[src/hdl/sm83alu_pkg.sv]
// Shared types of the SM83 ALU: operation codes and request/response records.
package sm83alu_pkg;

	localparam int unsigned CMD_W  = 5;
	localparam int unsigned BYTE_W = 8;
	localparam int unsigned WORD_W = 16;
	localparam int unsigned BIT_W  = 3;

	typedef enum logic [CMD_W-1:0] {
		CMD_INC    = 5'd0,
		CMD_DEC    = 5'd1,
		CMD_ADD    = 5'd2,
		CMD_ADC    = 5'd3,
		CMD_SUB    = 5'd4,
		CMD_SBC    = 5'd5,
		CMD_AND    = 5'd6,
		CMD_XOR    = 5'd7,
		CMD_OR     = 5'd8,
		CMD_RLC    = 5'd9,
		CMD_RRC    = 5'd10,
		CMD_RL     = 5'd11,
		CMD_RR     = 5'd12,
		CMD_SLA    = 5'd13,
		CMD_SRA    = 5'd14,
		CMD_SRL    = 5'd15,
		CMD_SWAP   = 5'd16,
		CMD_BIT    = 5'd17,
		CMD_ADD_HL = 5'd18,
		CMD_ADD_SP = 5'd19
	} cmd_t;

	typedef struct packed {
		logic [CMD_W-1:0]  command;
		logic [BYTE_W-1:0] acc;
		logic [WORD_W-1:0] operand;
		logic [WORD_W-1:0] base_word;
		logic [BIT_W-1:0]  bit_index;
		logic              zero_in;
		logic              carry_in;
	} req_t;

	typedef struct packed {
		logic [WORD_W-1:0] result;
		logic              zero_out;
		logic              subtract_out;
		logic              half_carry_out;
		logic              carry_out;
	} rsp_t;

endpackage

[src/hdl/sm83alu_req_if.sv]
// Request channel of the SM83 ALU: valid/ready handshake and operation fields.
interface sm83alu_req_if;
	import sm83alu_pkg::*;

	logic              valid;
	logic              ready;
	logic [CMD_W-1:0]  command;
	logic [BYTE_W-1:0] acc;
	logic [WORD_W-1:0] operand;
	logic [WORD_W-1:0] base_word;
	logic [BIT_W-1:0]  bit_index;
	logic              zero_in;
	logic              carry_in;

	modport source (
		output valid, command, acc, operand, base_word, bit_index, zero_in, carry_in,
		input  ready
	);

	modport sink (
		input  valid, command, acc, operand, base_word, bit_index, zero_in, carry_in,
		output ready
	);

endinterface

[src/hdl/sm83alu_rsp_if.sv]
// Response channel of the SM83 ALU: valid/ready handshake, result and flags.
interface sm83alu_rsp_if;
	import sm83alu_pkg::*;

	logic              valid;
	logic              ready;
	logic [WORD_W-1:0] result;
	logic              zero_out;
	logic              subtract_out;
	logic              half_carry_out;
	logic              carry_out;

	modport source (
		output valid, result, zero_out, subtract_out, half_carry_out, carry_out,
		input  ready
	);

	modport sink (
		input  valid, result, zero_out, subtract_out, half_carry_out, carry_out,
		output ready
	);

endinterface

[src/hdl/sm83_alu_with_flags.sv]
// SM83 ALU: registered request, one pass of flag/result logic, registered response.
//
// Usage:
//   req carries one ALU request: operation code, accumulator, operand, base word
//   (HL or SP), bit index and the incoming Z and C flags. rsp returns the 16-bit
//   result and the flags Z, N, H and C. Both channels move a request on a rising
//   edge of clk where valid and ready are both high.
//   An accepted request passes the input register and then the result register
//   before it shows on rsp. Throughput: one request per cycle, sustained, as long
//   as rsp.ready stays high.
//   The operation logic sits between the two registers: adders of up to 17 bits with
//   their carry taps and the selection of the result by operation code.
//   Stall: when rsp.ready is low the response holds; the input register still
//   takes one more request, and req.ready falls only once both stages are full.
//   Reset (arst_n low) empties both stages at once; rsp.valid drops and the
//   block accepts a request in the first cycle after reset is released.
module sm83_alu_with_flags (
	input logic          clk,
	input logic          arst_n,
	sm83alu_req_if.sink  req,
	sm83alu_rsp_if.source rsp
);
	import sm83alu_pkg::*;

	logic valid_s1;
	logic valid_s2;
	req_t req_s1;
	rsp_t rsp_s2;
	rsp_t rsp_d;
	logic load_s2;
	logic load_s1;

	// Advance the stages: the result stage frees when empty or when taken
	assign load_s2   = valid_s1 && (!valid_s2 || rsp.ready);
	assign req.ready = !valid_s1 || load_s2;
	assign load_s1   = req.valid && req.ready;

	// Hold the valid bits of both stages
	always_ff @(posedge clk or negedge arst_n) begin
		if (!arst_n) begin
			valid_s1 <= 1'b0;
			valid_s2 <= 1'b0;
		end else begin
			if (req.ready) begin
				valid_s1 <= req.valid;
			end
			if (!valid_s2 || rsp.ready) begin
				valid_s2 <= valid_s1;
			end
		end
	end

	// Capture the request fields
	always_ff @(posedge clk) begin
		if (load_s1) begin
			req_s1.command   <= req.command;
			req_s1.acc       <= req.acc;
			req_s1.operand   <= req.operand;
			req_s1.base_word <= req.base_word;
			req_s1.bit_index <= req.bit_index;
			req_s1.zero_in   <= req.zero_in;
			req_s1.carry_in  <= req.carry_in;
		end
	end

	// Compute the result and flags of the registered request
	always_comb begin
		logic [BYTE_W-1:0] a;
		logic [BYTE_W-1:0] v;
		logic              t;
		logic [BYTE_W-1:0] r8;
		logic [BYTE_W:0]   sum9;
		logic [4:0]        nib5;
		logic [WORD_W:0]   sum17;
		logic [12:0]       sum13;
		logic [WORD_W-1:0] sext;

		a     = req_s1.acc;
		v     = req_s1.operand[BYTE_W-1:0];
		t     = 1'b0;
		r8    = '0;
		sum9  = '0;
		nib5  = '0;
		sum17 = '0;
		sum13 = '0;
		sext  = {{BYTE_W{v[BYTE_W-1]}}, v};

		rsp_d.result         = '0;
		rsp_d.zero_out       = req_s1.zero_in;
		rsp_d.subtract_out   = 1'b0;
		rsp_d.half_carry_out = 1'b0;
		rsp_d.carry_out      = req_s1.carry_in;

		unique case (cmd_t'(req_s1.command))
			CMD_INC: begin
				r8 = v + 8'd1;
				rsp_d.half_carry_out = (v[3:0] == 4'hF);
			end
			CMD_DEC: begin
				r8 = v - 8'd1;
				rsp_d.subtract_out   = 1'b1;
				rsp_d.half_carry_out = (v[3:0] == 4'h0);
			end
			CMD_ADD, CMD_ADC: begin
				t    = (req_s1.command == CMD_ADC) ? req_s1.carry_in : 1'b0;
				sum9 = {1'b0, a} + {1'b0, v} + {8'd0, t};
				nib5 = {1'b0, a[3:0]} + {1'b0, v[3:0]} + {4'd0, t};
				r8   = sum9[BYTE_W-1:0];
				rsp_d.half_carry_out = nib5[4];
				rsp_d.carry_out      = sum9[BYTE_W];
			end
			CMD_SUB, CMD_SBC: begin
				t    = (req_s1.command == CMD_SBC) ? req_s1.carry_in : 1'b0;
				sum9 = {1'b0, a} - {1'b0, v} - {8'd0, t};
				nib5 = {1'b0, a[3:0]} - {1'b0, v[3:0]} - {4'd0, t};
				r8   = sum9[BYTE_W-1:0];
				rsp_d.subtract_out   = 1'b1;
				rsp_d.half_carry_out = nib5[4];
				rsp_d.carry_out      = sum9[BYTE_W];
			end
			CMD_AND: begin
				r8 = a & v;
				rsp_d.half_carry_out = 1'b1;
				rsp_d.carry_out      = 1'b0;
			end
			CMD_XOR: begin
				r8 = a ^ v;
				rsp_d.carry_out = 1'b0;
			end
			CMD_OR: begin
				r8 = a | v;
				rsp_d.carry_out = 1'b0;
			end
			CMD_RLC: begin
				r8 = {v[6:0], v[7]};
				rsp_d.carry_out = v[7];
			end
			CMD_RRC: begin
				r8 = {v[0], v[7:1]};
				rsp_d.carry_out = v[0];
			end
			CMD_RL: begin
				r8 = {v[6:0], req_s1.carry_in};
				rsp_d.carry_out = v[7];
			end
			CMD_RR: begin
				r8 = {req_s1.carry_in, v[7:1]};
				rsp_d.carry_out = v[0];
			end
			CMD_SLA: begin
				r8 = {v[6:0], 1'b0};
				rsp_d.carry_out = v[7];
			end
			CMD_SRA: begin
				r8 = {v[7], v[7:1]};
				rsp_d.carry_out = v[0];
			end
			CMD_SRL: begin
				r8 = {1'b0, v[7:1]};
				rsp_d.carry_out = v[0];
			end
			CMD_SWAP: begin
				r8 = {v[3:0], v[7:4]};
				rsp_d.carry_out = 1'b0;
			end
			CMD_BIT: begin
				rsp_d.zero_out       = !v[req_s1.bit_index];
				rsp_d.half_carry_out = 1'b1;
			end
			CMD_ADD_HL: begin
				sum17 = {1'b0, req_s1.base_word} + {1'b0, req_s1.operand};
				sum13 = {1'b0, req_s1.base_word[11:0]} + {1'b0, req_s1.operand[11:0]};
				rsp_d.result         = sum17[WORD_W-1:0];
				rsp_d.half_carry_out = sum13[12];
				rsp_d.carry_out      = sum17[WORD_W];
			end
			CMD_ADD_SP: begin
				sum17 = {1'b0, req_s1.base_word} + {1'b0, sext};
				sum9  = {1'b0, req_s1.base_word[BYTE_W-1:0]} + {1'b0, v};
				nib5  = {1'b0, req_s1.base_word[3:0]} + {1'b0, v[3:0]};
				rsp_d.result         = sum17[WORD_W-1:0];
				rsp_d.zero_out       = 1'b0;
				rsp_d.half_carry_out = nib5[4];
				rsp_d.carry_out      = sum9[BYTE_W];
			end
			default: begin
				r8 = '0;
			end
		endcase

		// Place byte results in the low half and set Z from them
		if (req_s1.command <= CMD_SWAP) begin
			rsp_d.result   = {8'h00, r8};
			rsp_d.zero_out = (r8 == 8'h00);
		end
	end

	// Register the response
	always_ff @(posedge clk) begin
		if (load_s2) begin
			rsp_s2 <= rsp_d;
		end
	end

	assign rsp.valid          = valid_s2;
	assign rsp.result         = rsp_s2.result;
	assign rsp.zero_out       = rsp_s2.zero_out;
	assign rsp.subtract_out   = rsp_s2.subtract_out;
	assign rsp.half_carry_out = rsp_s2.half_carry_out;
	assign rsp.carry_out      = rsp_s2.carry_out;

endmodule

[src/flat_wrapper.sv]
// flat-port wrapper written by rule: the top's interface ports become plain ports
module sm83_alu_with_flags_flat import sm83alu_pkg::*;
  (clk, arst_n, req_valid, req_command, req_acc, req_operand, req_base_word, req_bit_index, req_zero_in, req_carry_in, req_ready, rsp_valid, rsp_result, rsp_zero_out, rsp_subtract_out, rsp_half_carry_out, rsp_carry_out, rsp_ready);
  sm83alu_req_if req_i ();
  sm83alu_rsp_if rsp_i ();
  input logic clk;
  input logic arst_n;
  input wire logic [$bits(req_i.valid)-1:0] req_valid;
  input wire logic [$bits(req_i.command)-1:0] req_command;
  input wire logic [$bits(req_i.acc)-1:0] req_acc;
  input wire logic [$bits(req_i.operand)-1:0] req_operand;
  input wire logic [$bits(req_i.base_word)-1:0] req_base_word;
  input wire logic [$bits(req_i.bit_index)-1:0] req_bit_index;
  input wire logic [$bits(req_i.zero_in)-1:0] req_zero_in;
  input wire logic [$bits(req_i.carry_in)-1:0] req_carry_in;
  output wire logic [$bits(req_i.ready)-1:0] req_ready;
  output wire logic [$bits(rsp_i.valid)-1:0] rsp_valid;
  output wire logic [$bits(rsp_i.result)-1:0] rsp_result;
  output wire logic [$bits(rsp_i.zero_out)-1:0] rsp_zero_out;
  output wire logic [$bits(rsp_i.subtract_out)-1:0] rsp_subtract_out;
  output wire logic [$bits(rsp_i.half_carry_out)-1:0] rsp_half_carry_out;
  output wire logic [$bits(rsp_i.carry_out)-1:0] rsp_carry_out;
  input wire logic [$bits(rsp_i.ready)-1:0] rsp_ready;
  assign req_i.valid = req_valid;
  assign req_i.command = req_command;
  assign req_i.acc = req_acc;
  assign req_i.operand = req_operand;
  assign req_i.base_word = req_base_word;
  assign req_i.bit_index = req_bit_index;
  assign req_i.zero_in = req_zero_in;
  assign req_i.carry_in = req_carry_in;
  assign req_ready = req_i.ready;
  assign rsp_valid = rsp_i.valid;
  assign rsp_result = rsp_i.result;
  assign rsp_zero_out = rsp_i.zero_out;
  assign rsp_subtract_out = rsp_i.subtract_out;
  assign rsp_half_carry_out = rsp_i.half_carry_out;
  assign rsp_carry_out = rsp_i.carry_out;
  assign rsp_i.ready = rsp_ready;
  sm83_alu_with_flags u_core (.clk(clk), .arst_n(arst_n), .req(req_i), .rsp(rsp_i));
endmodule
[config.mk]
export PLATFORM = sky130hd
export DESIGN_NAME = sm83_alu_with_flags_flat
export DESIGN_NICKNAME = d
export VERILOG_FILES = /design/src/hdl/sm83alu_pkg.sv /design/src/hdl/sm83alu_req_if.sv /design/src/hdl/sm83alu_rsp_if.sv /design/src/hdl/sm83_alu_with_flags.sv /design/src/flat_wrapper.sv
export SDC_FILE = /design/constraint.sdc
export NUM_CORES = 1
export LEC_CHECK = 0
export BUFFER_PORTS_ARGS = -buffer_cell sky130_fd_sc_hd__buf_2
export CELL_PAD_IN_SITES_DETAIL_PLACEMENT = 0
export CELL_PAD_IN_SITES_GLOBAL_PLACEMENT = 2
export CORE_MARGIN = 1.5
export CORE_UTILIZATION = 35
export CTS_BUF_LIST = sky130_fd_sc_hd__clkbuf_8
export CTS_CLUSTER_SIZE = 16
export DETAILED_ROUTE_END_ITERATION = 8
export PLACE_DENSITY_LB_ADDON = 0.1
export SLEW_MARGIN = 20
export SYNTH_ARGS = -nofsm -noshare
export SYNTH_HDL_FRONTEND = slang
export SYNTH_SLANG_ARGS = --single-unit
[constraint.sdc]
create_clock -name clk -period 3.5 [get_ports clk]
set_clock_uncertainty 0.15 [all_clocks]
set_input_delay 0.175 -clock clk [delete_from_list [all_inputs] [get_ports clk]]
set_output_delay 0.175 -clock clk [all_outputs]
set_load 0.02 [all_outputs]
After elaboration in Yosys (flattened, before gate mapping)
Index checks and enable logic that the tools add are counted.
{"block": "word_totals", "input_bits": 54, "ff_bits": 72, "latchBits": 0, "mem_bits_rw": 0, "word_cells": 83, "romBits": 0, "n_memories": 0}
{"block": "op_classes", "n_mux": 11, "div_mod_pow": 0, "bitwise_logic": 3, "n_eq_ne": 20, "shift": 0, "addsub": 15, "n_lt_le_gt_ge": 2, "reduce_logical": 17, "multipliers": 0}
{"operator": "$pmux 8 s15", "count": 1}
{"operator": "$eq 5x4->1 const B", "count": 8}
{"operator": "$pmux 16 s2", "count": 1}
{"operator": "$eq 5x3->1 const B", "count": 4}
{"operator": "$eq 5x5->1 const B", "count": 4}
{"operator": "$add 8x8->9", "count": 2}
{"operator": "$add 16x16->17", "count": 1}
{"operator": "$add 16x16->16", "count": 1}
{"operator": "$pmux 1 s7", "count": 2}
{"operator": "$add 12x12->13", "count": 1}
{"operator": "$add 4x4->5", "count": 2}
{"operator": "$eq 5x2->1 const B", "count": 2}
{"operator": "$add 9x1->9", "count": 1}
{"operator": "$mux 9", "count": 1}
{"operator": "$sub 8x8->9", "count": 1}
{"operator": "$sub 9x1->9", "count": 1}
{"operator": "$add 8x1->8 const B", "count": 1}
{"operator": "$and 8x8->8", "count": 1}
{"operator": "$logic_not 8->1", "count": 1}
{"operator": "$or 8x8->8", "count": 1}
{"operator": "$reduce_or 4->1", "count": 2}
{"operator": "$sub 8x1->8 const B", "count": 1}
{"operator": "$xor 8x8->8", "count": 1}
{"operator": "$reduce_or 2->1", "count": 3}
{"operator": "16 further kinds", "count": 24}

Depth between registers and ports, before layout
Gate-level depths: netlist of run 1.
{"block": "depth", "ltp_word": 6, "ltp_mapped": 14, "ltp_nobuf": 12}

Least setup slack after synthesis of run 1
Ideal clock, no wire load.
{"block": "synth_timing", "path_kind": "reg-to-reg", "startpoint": "register u_core.req_s1[46] in the netlist's numbering", "endpoint": "register u_core.rsp_s2 (netlist bit u_core.rsp.zero_out) (data pin)", "arrival_ns": 3.086, "n_path_buf": 1, "path_stages_with_launch": 11, "setup_slack_ns": 0.084, "setup_ns": 0.180, "synth_period_minus_slack_ns": 3.416, "path_cell_list": "edfxtp_1 -> buf_6 -> or3_4 -> nor2_1 -> ha_1 -> xnor2_1 -> o22ai_1 -> a221o_1 -> a2111o_1 -> or3_1 -> o41ai_2"}
{"element": "start, declared", "line": "sm83_alu_with_flags.sv:27", "source": "req_t req_s1;"}
{"element": "end signal, assigned", "line": "sm83_alu_with_flags.sv:201", "source": "rsp_s2 <= rsp_d;"}
{"element": "end, declared", "line": "sm83_alu_with_flags.sv:28", "source": "rsp_t rsp_s2;"}

==> reports/results.txt, run 1 <==
Die ar.: 16,300 um2
Dpl cell area: 6200 um2
Worst hold path class: flop to flop
Final number of hold-violating endpoints: 0
Synth async-reset ratio: 0.0278
Num CTS Buffers: 9
Slew margin rel.: 0.305
Post-detailed-route wirelength per cell: 19.3 um
Max Fclk: 293 MHz
Status: finished clean
Post-synthesis cell area: 5450 um2
Worst Hold Path EP: u_core.rsp.valid
Mux contribution to synthesized area: 0.0177
Most frequent cell after synthesis: edfxtp_1
Final period util: 0.975
Leading area contributor after synthesis: edfxtp_1
Final nets: 797
Worst-Margin Slew: 1030 ps
CP Capture Type: flop
Maxcap violations: 0
DR iter-0 viols: 392
Largest family of logic cells by synthesized area: compound AO/OA/AOI/OAI gates
Worst-case clock buffer depth: 2
Post-Syn Area per Cell: 10.5 um2
Routed WL: 16.8 mm
Post-Synth Adder-Cell Area: 0.157
Die Wd: 128 um
Worst setup path class: flop to flop
CP Launch Type: flop
Post-synthesis sequential area ratio: 0.395
Setup TNS: 0 ps
Xor/xnor share of the synthesized area: 0.0594
Maximum number of pins on one net before global-route repair: 38
CP cell instances: buf_4 > nand2b_2 > nor2_1 > nand3_1 > fa_2 > fa_2 > o21ai_0 > a221oi_1 > nand3_1 > or3_4 > o41ai_2
Number of global-route vias before repair: 4,712
# IOs: 76
Final worst path period need: 3410 ps
Synth-to-layout area growth: 28.5%
First-pass GRT wire length: 25.7 mm
DRC viols: 0
Most instantiated cells after synthesis: edfxtp_1 (70), ha_1 (59), a21oi_1 (31)
TritonCTS clock tree: done
CP startpoint: u_core.req_s1[46]
CP max-delay cell: fa_2
Post-route ant nets: 0
Initial antenna violation count: 0
I/O Buffers: 75
Syn nets: 637
Hold wc startpoint: u_core.valid_s1
Post-synth cell types: 76
Final Setup Violations: 0
Cells after synthesis: 518
Post-route cell area: 7000 um2
Yosys top cell area share: 0.385
Register-to-Register Path Depth: 11
Final core occ: 0.461
Hold Path Depth: 1
Register-to-register setup slack: 90 ps
Clock Tree Root: clkbuf_8
Compound-Gate Fraction of Synth Area: 0.196
RSZ-0062 raised after global routing: true
Starting Density: 0.359
Worst Path Required: 3530 ps
Reg2reg end: u_core.rsp.zero_out
Core ar.: 15,200 um2
Top cells by area, synth: edfxtp_1 (39%), ha_1 (14%), xor2_1 (3.1%)
Yosys reg bits: 72
Layout cells sized above 1: 0.233
Detailed Place HPWL: 12.5 mm
Worst hold slack: 342 ps
H-tree levels: 3
Vias/cell: 5.45
DR vias: 4,745
Post-Synth Simple-Gate Area: 0.135
Max Slew Vio Count: 0
Core Rows: 45
Reg clk slew, reported paths: 80 ps
Worst Path Arrival: 3440 ps
GRT Util Overall: 0.210
GR Overflow Total: 0
Number of synthesized flops with an enable pin: 70
Routability Congestion: 0.902
Worst path max stage delay: 540 ps
Pwr dens: 355 nW/um2
Die Height: 128 um
Yosys warning total: 0
Worst IR Drop VDD: 0.185 mV
Detailed Routing Iterations Pass 1: 5
Clock Latency Late Sink: 370 ps
Leak: 2.95 nW
Antenna diode count: 0
Prevailing post-synth register cell: edfxtp_1
Worst Path Max Fanout: 5
Clk sinks: 72
R2r startpoint: u_core.req_s1[46]
-- routing by layer --
layer  track usage  vias to the layer above  part of all wire
met5             0                        -                 0
met4        0.0648                        0             0.018
met3        0.0472                       20             0.066
met2         0.338                      166              0.46
met1         0.283                     2256              0.46
li1              -                     2303                 -
-- layout by cell type (no fill, tap or decap), types with 10 or more instances in the layout --
master,count
a21o_1,16
a21oi_1,29
buf_2,75
buf_4,35
clkbuf_8,10
dlygate4sd3_1,55
edfxtp_1,70
ha_1,59
inv_1,33
nand2_1,25
nand3_1,15
nor2_1,27
nor3_1,14
o21ai_0,23
o22ai_1,10
xnor2_1,18
xor2_1,19
-- state kept, by name (all words and copies together) (netlist names) --
signal / count
u_core.rsp.subtract_out: 1
u_core.req_s1: 50
u_core.rsp.carry_out: 1
u_core.rsp.half_carry_out: 1
u_core.rsp.result: 16
u_core.valid_s1: 1
u_core.rsp.valid: 1
u_core.rsp.zero_out: 1
-- critical path, delay by kind of cell, from the launching register on --
kind | cells | cell delay (ps)
buf+inv | 1 | 150
simple gates | 5 | 910
compound gates | 3 | 620
fa+ha+maj | 2 | 960
flops | 1 | 440
-- through the flow --
stage / total power [W] / std cells / worst slack (ps)
after floorplan: 0.00158 / 518 / 83.8
after global placement: 0.00183 / 798 / 34.7
after detailed placement: 0.00183 / 798 / 3.38
after CTS: 0.00249 / 869 / 3.36
after global routing: 0.00263 / 871 / -32.1
final: 0.00249 / 871 / 87.8
-- worst max-delay path by stage --
stage / slack [ps] / to / depth (start not counted)
2_1_floorplan: 80 / u_core.rsp.zero_out / 10
3_3_place_gp: 30 / u_core.rsp.zero_out / 11
3_5_place_dp: 3 / u_core.rsp.zero_out / 13
4_1_cts: 3 / u_core.rsp.zero_out / 11
5_1_grt: -30 / u_core.rsp.zero_out / 11
6_report: 90 / u_core.rsp.zero_out / 11
-- layout make-up --
class	instances	area, um2
Tap cell	188	235
Clock inverter	6	30.0
Sequential cell	72	2150
Multi-Input combinational cell	400	3150
Clock buffer	10	138
Inverter	30	113
Timing Repair Buffer	165	1190
Fill cell	1447	8200
-- logic make-up after synthesis --
logic type	after synthesis
adder cells (fa/ha/maj)	65
AO/OA/AOI/OAI	154
multiplexers	7
flip-flops	72
buffers and inverters	46
XOR/XNOR	37
AND/OR/NAND/NOR	137
-- where the power goes --
| part | switching (W) | internal, W |
|---|---|---|
| clock | 0.000327 | 0.000268 |
| sequential | 0.0000405 | 0.00103 |
| combinational | 0.000457 | 0.000370 |
-- repair_timing --
item | 4_1_cts | 5_1_grt
pin swaps | 0 | 4
hold buffers | 55 | 0
setup endpoints to repair | 1 | 4
gates resized for setup | 2 | 15
buffers inserted | 0 | 2
hold endpoints to repair | 54 | 0
(Power assumes the default switching activity.)
==> run 2, diff against run 1 <==
Settings changed: ABC_AREA set to 1, CORE_UTILIZATION 35 to 32.
==> reports/results.txt, run 2 <==
Clock Latency Late Sink: 380 ps
Die ar.: 19,800 um2
Cells after synthesis: 790
Worst-case clock buffer depth: 2
Maxcap violations: 0
Die Wd: 141 um
Number of synthesized flops with an enable pin: 70
Most common cell after layout, fill and taps aside: nand2_1
Max FFs per register: 50
CP Capture Type: flop
Post-Syn Area per Cell: 7.70 um2
Routability Congestion: 0.837
Worst hold slack: 357 ps
CP Launch Type: flop
Num CTS Buffers: 9
# IOs: 76
H-tree levels: 3
Post-route ant nets: 0
Worst Path Max Fanout: 5
Clk sinks: 72
Post-synth cell types: 45
Most instantiated cells after synthesis: nand2_1 (179), inv_1 (118), nand3_1 (87)
Pwr dens: 358 nW/um2
TritonCTS clock tree: done
Synth-to-layout area growth: 24.7%
Post-synthesis cell area: 6080 um2
Number of global-route vias before repair: 5,916
Final core occ: 0.407
Core ar.: 18,600 um2
Syn nets: 909
Leak: 3.62 nW
Most flops, register: u_core.req_s1
GR Overflow Total: 0
Core Rows: 50
Top cells by area, synth: edfxtp_1 (35%), ha_1 (12%), nand2_1 (11%)
Prevailing post-synth register cell: edfxtp_1
Initial antenna violation count: 1
Final number of hold-violating endpoints: 0
Post-CTS setup buffers: 0
Most frequent cell after synthesis: nand2_1
Yosys reg bits: 72
Final period util: 0.939
Yosys warning total: 0
Clock Tree Root: clkbuf_8
Die Height: 141 um
Reg clk slew, reported paths: 90 ps
Routed WL: 21.1 mm
Worst IR Drop VDD: 0.187 mV
DR vias: 6,009
DR iter-0 viols: 322
Detailed Routing Iterations Pass 1: 5
DRC viols: 0
Max Fclk: 304 MHz
Synth async-reset ratio: 0.0278
Most frequent cells in the layout: nand2_1 (179), inv_1 (117), nand3_1 (87)
Max Slew Vio Count: 0
Maximum number of pins on one net before global-route repair: 29
Worst setup path class: flop to flop
Worst Path Arrival: 3270 ps
Worst hold path class: input pin to flop
GRT Util Overall: 0.220
Antenna diode count: 0
Final nets: 1,062
Vias/cell: 5.08
I/O Buffers: 75
Final Setup Violations: 0
Post-detailed-route wirelength per cell: 17.8 um
Slew margin rel.: 0.560
Worst Path Required: 3480 ps
Yosys top cell area share: 0.346
Leading area contributor after synthesis: edfxtp_1
Detailed Place HPWL: 16.7 mm
Layout cells sized above 1: 0.158
RSZ-0062 raised after global routing: false
Worst-Margin Slew: 659 ps
Setup TNS: 0 ps
First-pass GRT wire length: 32.9 mm
Final worst path period need: 3290 ps
Post-synthesis sequential area ratio: 0.354
Starting Density: 0.326
Status: finished clean
## run 2: changes by cell type in the layout (fill, tap and decap cells not counted), moves of 13 or more
cell,previous run,this run
o21ai_0,23,37
buf_4,35,22
xor2_1,19,5
inv_1,33,117
nand3_1,15,87
xnor2_1,18,4
nand4_1,2,23
nor2_1,27,61
a21o_1,16,1
nand2_1,25,179
## run 2: what timing repair did
| item | 4_1_cts | 5_1_grt |
|---|---|---|
| hold buffers | 55 | 0 |
| endpoints found under the setup margin | 0 | 1 |
| gates resized for setup | 0 | 1 |
| hold endpoints to repair | 54 | 0 |
## run 2: kinds of logic (layout without fill, tap and decap cells)
| logic type | after synthesis | count (layout) | share of synthesized area |
|---|---|---|---|
| flip-flops | 72 | 72 | 0.354 |
| adder cells (fa/ha/maj) | 65 | 65 | 0.141 |
| XOR/XNOR | 9 | 9 | 0.0130 |
| buffers and inverters | 139 | 297 | 0.0936 |
| AND/OR/NAND/NOR | 388 | 388 | 0.287 |
| AO/OA/AOI/OAI | 117 | 117 | 0.111 |
## run 2: final timing paths
check | slack (ps) | cells past startpoint | from | endpoint
hold / removal | 360 | 2 | req_base_word[1] | u_core.req_s1[6]
setup reg to reg | 210 | 14 | u_core.req_s1[47] | u_core.rsp.carry_out
setup / recovery | 210 | 14 | u_core.req_s1[47] | u_core.rsp.carry_out
max in group asynchronous | 2570 | 3 | arst_n | u_core.valid_s1
min in group asynchronous | 510 | 3 | arst_n | u_core.rsp.valid
hold reg to reg | 380 | 2 | u_core.valid_s1 | u_core.rsp.valid
## run 2: worst max-delay path: stages, from the launching register on
cell      delay [ps]
edfxtp_1         450
inv_2             80
nor2_1           180
nand3_1          160
fa_1             460
fa_1             460
nand3_1          130
nand2_1          110
nand4_1           90
o211ai_1         130
or2_2            300
nand3_1          100
nand3_1           80
nor2_1           100
nand2_1           50
## run 2: final cells by class
cell class                      count  area [um2]
Inverter                          129         487
Multi-Input combinational cell    579        3370
Fill cell                        1957       11100
Clock buffer                        9         124
Tap cell                          234         293
Clock inverter                      7        71.3
Sequential cell                    72        2150
Timing Repair Buffer              152        1090
## run 2: routing by layer
| layer | vias up | GRT usage | part of all wire |
|---|---|---|---|
| li1 | 2975 | - | - |
| met1 | 2851 | 0.288 | 0.46 |
| met2 | 154 | 0.374 | 0.48 |
| met3 | 27 | 0.0323 | 0.042 |
| met4 | 2 | 0.0707 | 0.022 |
| met5 | - | 0 | 0.00062 |
## run 2: power breakdown
| part | leakage [nW] | internal [W] | switching (W) | total [W] |
|---|---|---|---|---|
| clock | 0.0933 | 0.000329 | 0.000357 | 0.000686 |
| sequential | 0.701 | 0.00104 | 0.0000455 | 0.00109 |
| combinational | 2.83 | 0.000335 | 0.000608 | 0.000943 |
## run 2: through the flow
step	worst slack, ps	area, um2	instances	total power [W]
6_report	214	7580	1182	0.00272
5_1_grt	5.48	7580	1182	0.00289
4_1_cts	277	7580	1182	0.00275
3_5_place_dp	279	6840	1111	0.00200
3_3_place_gp	307	6840	1111	0.00200
2_1_floorplan	415	6080	790	0.00169
==> run 3, diff against run 2 <==
Settings changed: CORE_UTILIZATION 32 to 31.
Clock period 3.5 ns to 3.6 ns, I/O delays scaled along.
==> reports/results.txt, run 3 (synthesis results as in run 2) <==
Status: finished clean
DR vias: 5,995
Final Setup Violations: 0
Worst IR Drop VDD: 0.189 mV
Number of global-route vias before repair: 5,854
TritonCTS clock tree: done
Starting Density: 0.315
Layout cells sized above 1: 0.154
Post-route ant nets: 0
Leak: 3.62 nW
Detailed Place HPWL: 16.9 mm
Max FFs per register: 50
Worst Path Required: 3700 ps
Clock Tree Root: clkbuf_8
GRT Util Overall: 0.221
Resized Gates After CTS: 0
Worst-case clock buffer depth: 2
# IOs: 76
CP Launch Type: flop
Final nets: 1,057
Clock Latency Late Sink: 390 ps
First-pass GRT wire length: 33.1 mm
Antenna diode count: 0
Maxcap violations: 0
DR iter-0 viols: 371
Most flops, register: u_core.req_s1
Die Wd: 143 um
Reg clk slew, reported paths: 90 ps
Worst hold path class: input pin to flop
GR Overflow Total: 0
Clk sinks: 72
Initial antenna violation count: 1
Die Height: 143 um
Routed WL: 21.6 mm
Most common cell after layout, fill and taps aside: nand2_1
Num CTS Buffers: 9
Final worst path period need: 3330 ps
Setup TNS: 0 ps
DRC viols: 0
RSZ-0062 raised after global routing: false
Max Slew Vio Count: 0
Worst-Margin Slew: 886 ps
Worst Path Arrival: 3430 ps
Post-detailed-route wirelength per cell: 17.9 um
Worst setup path class: flop to flop
Pwr dens: 359 nW/um2
Post-CTS setup buffers: 0
Synth-to-layout area growth: 25.1%
Core Rows: 51
CP Capture Type: flop
Core ar.: 19,300 um2
Max Fclk: 300 MHz
Routability Congestion: 0.939
H-tree levels: 3
I/O Buffers: 75
Most frequent cells in the layout: nand2_1 (179), inv_1 (117), nand3_1 (87)
Die ar.: 20,500 um2
Final period util: 0.926
Maximum number of pins on one net before global-route repair: 51
Worst hold slack: 342 ps
Slew margin rel.: 0.409
Worst Path Max Fanout: 9
Final number of hold-violating endpoints: 0
Vias/cell: 4.96
Detailed Routing Iterations Pass 1: 5
## run 3: changes by cell type in the layout (fill, tap and decap cells not counted), sizes merged
cell / change
inv: -1
clkinv: +1
bufinv: +1
buf: -5
clkinvlp: -1
## run 3: timing repair
action / CTS / global route
hold buffers: 55 / 0
endpoints found under the hold margin: 54 / 0
endpoints found under the setup margin: 0 / 0
## run 3: cell type report
class	count	area (um2)
Clock buffer	9	124
Clock inverter	7	95.1
Fill cell	2047	11700
Inverter	129	488
Multi-Input combinational cell	579	3360
Sequential cell	72	2150
Tap cell	265	332
Timing Repair Buffer	147	1050
## run 3: critical path: stages (launching register included)
cell      delay (ps)
edfxtp_1         510
nor2_2           380
nand4_1          210
fa_1             450
fa_1             500
inv_1             40
nand2_1           50
nand2_1           50
nor2_1           160
nand2_1           70
nor2_1           170
nand2_1           70
nor2_1           100
nand2_1           60
nor2_1            80
nand3_1           70
nand2_1           70
## run 3: worst paths after layout
| check | from | end | slack [ps] | depth (start not counted) |
|---|---|---|---|---|
| min in group asynchronous | arst_n | u_core.valid_s1 | 490 | 3 |
| max reg2reg | u_core.req_s1[48] | u_core.rsp.zero_out | 270 | 16 |
| min reg2reg | u_core.valid_s1 | u_core.rsp.valid | 360 | 2 |
| max | u_core.req_s1[48] | u_core.rsp.zero_out | 270 | 16 |
| min | req_command[3] | u_core.req_s1[48] | 340 | 2 |
| max in group asynchronous | arst_n | u_core.rsp.valid | 2690 | 3 |
## run 3: power by group
group / switching, W / internal [W] / leakage (nW) / total (W)
sequential: 0.0000464 / 0.00102 / 0.701 / 0.00106
combinational: 0.000592 / 0.000322 / 2.81 / 0.000914
clock: 0.000364 / 0.000391 / 0.110 / 0.000755
## run 3: routing by layer
layer,GRT usage,up-vias,part of all wire
li1,-,2966,-
met1,0.292,2784,0.45
met2,0.363,205,0.47
met3,0.0389,40,0.053
met4,0.0754,0,0.026
met5,0,-,0
## run 3: through the flow
step                      area (um2)  worst slack [ps]  utilization  power, W  instances
after detailed placement        6840               340        0.354   0.00194       1137
after global placement          6840               405        0.354   0.00195       1137
after CTS                       7610               313        0.393   0.00276       1208
final                           7610               266        0.394   0.00273       1208
after global routing            7610              9.48        0.394   0.00290       1208
after floorplan                 6080               515            -   0.00165        790
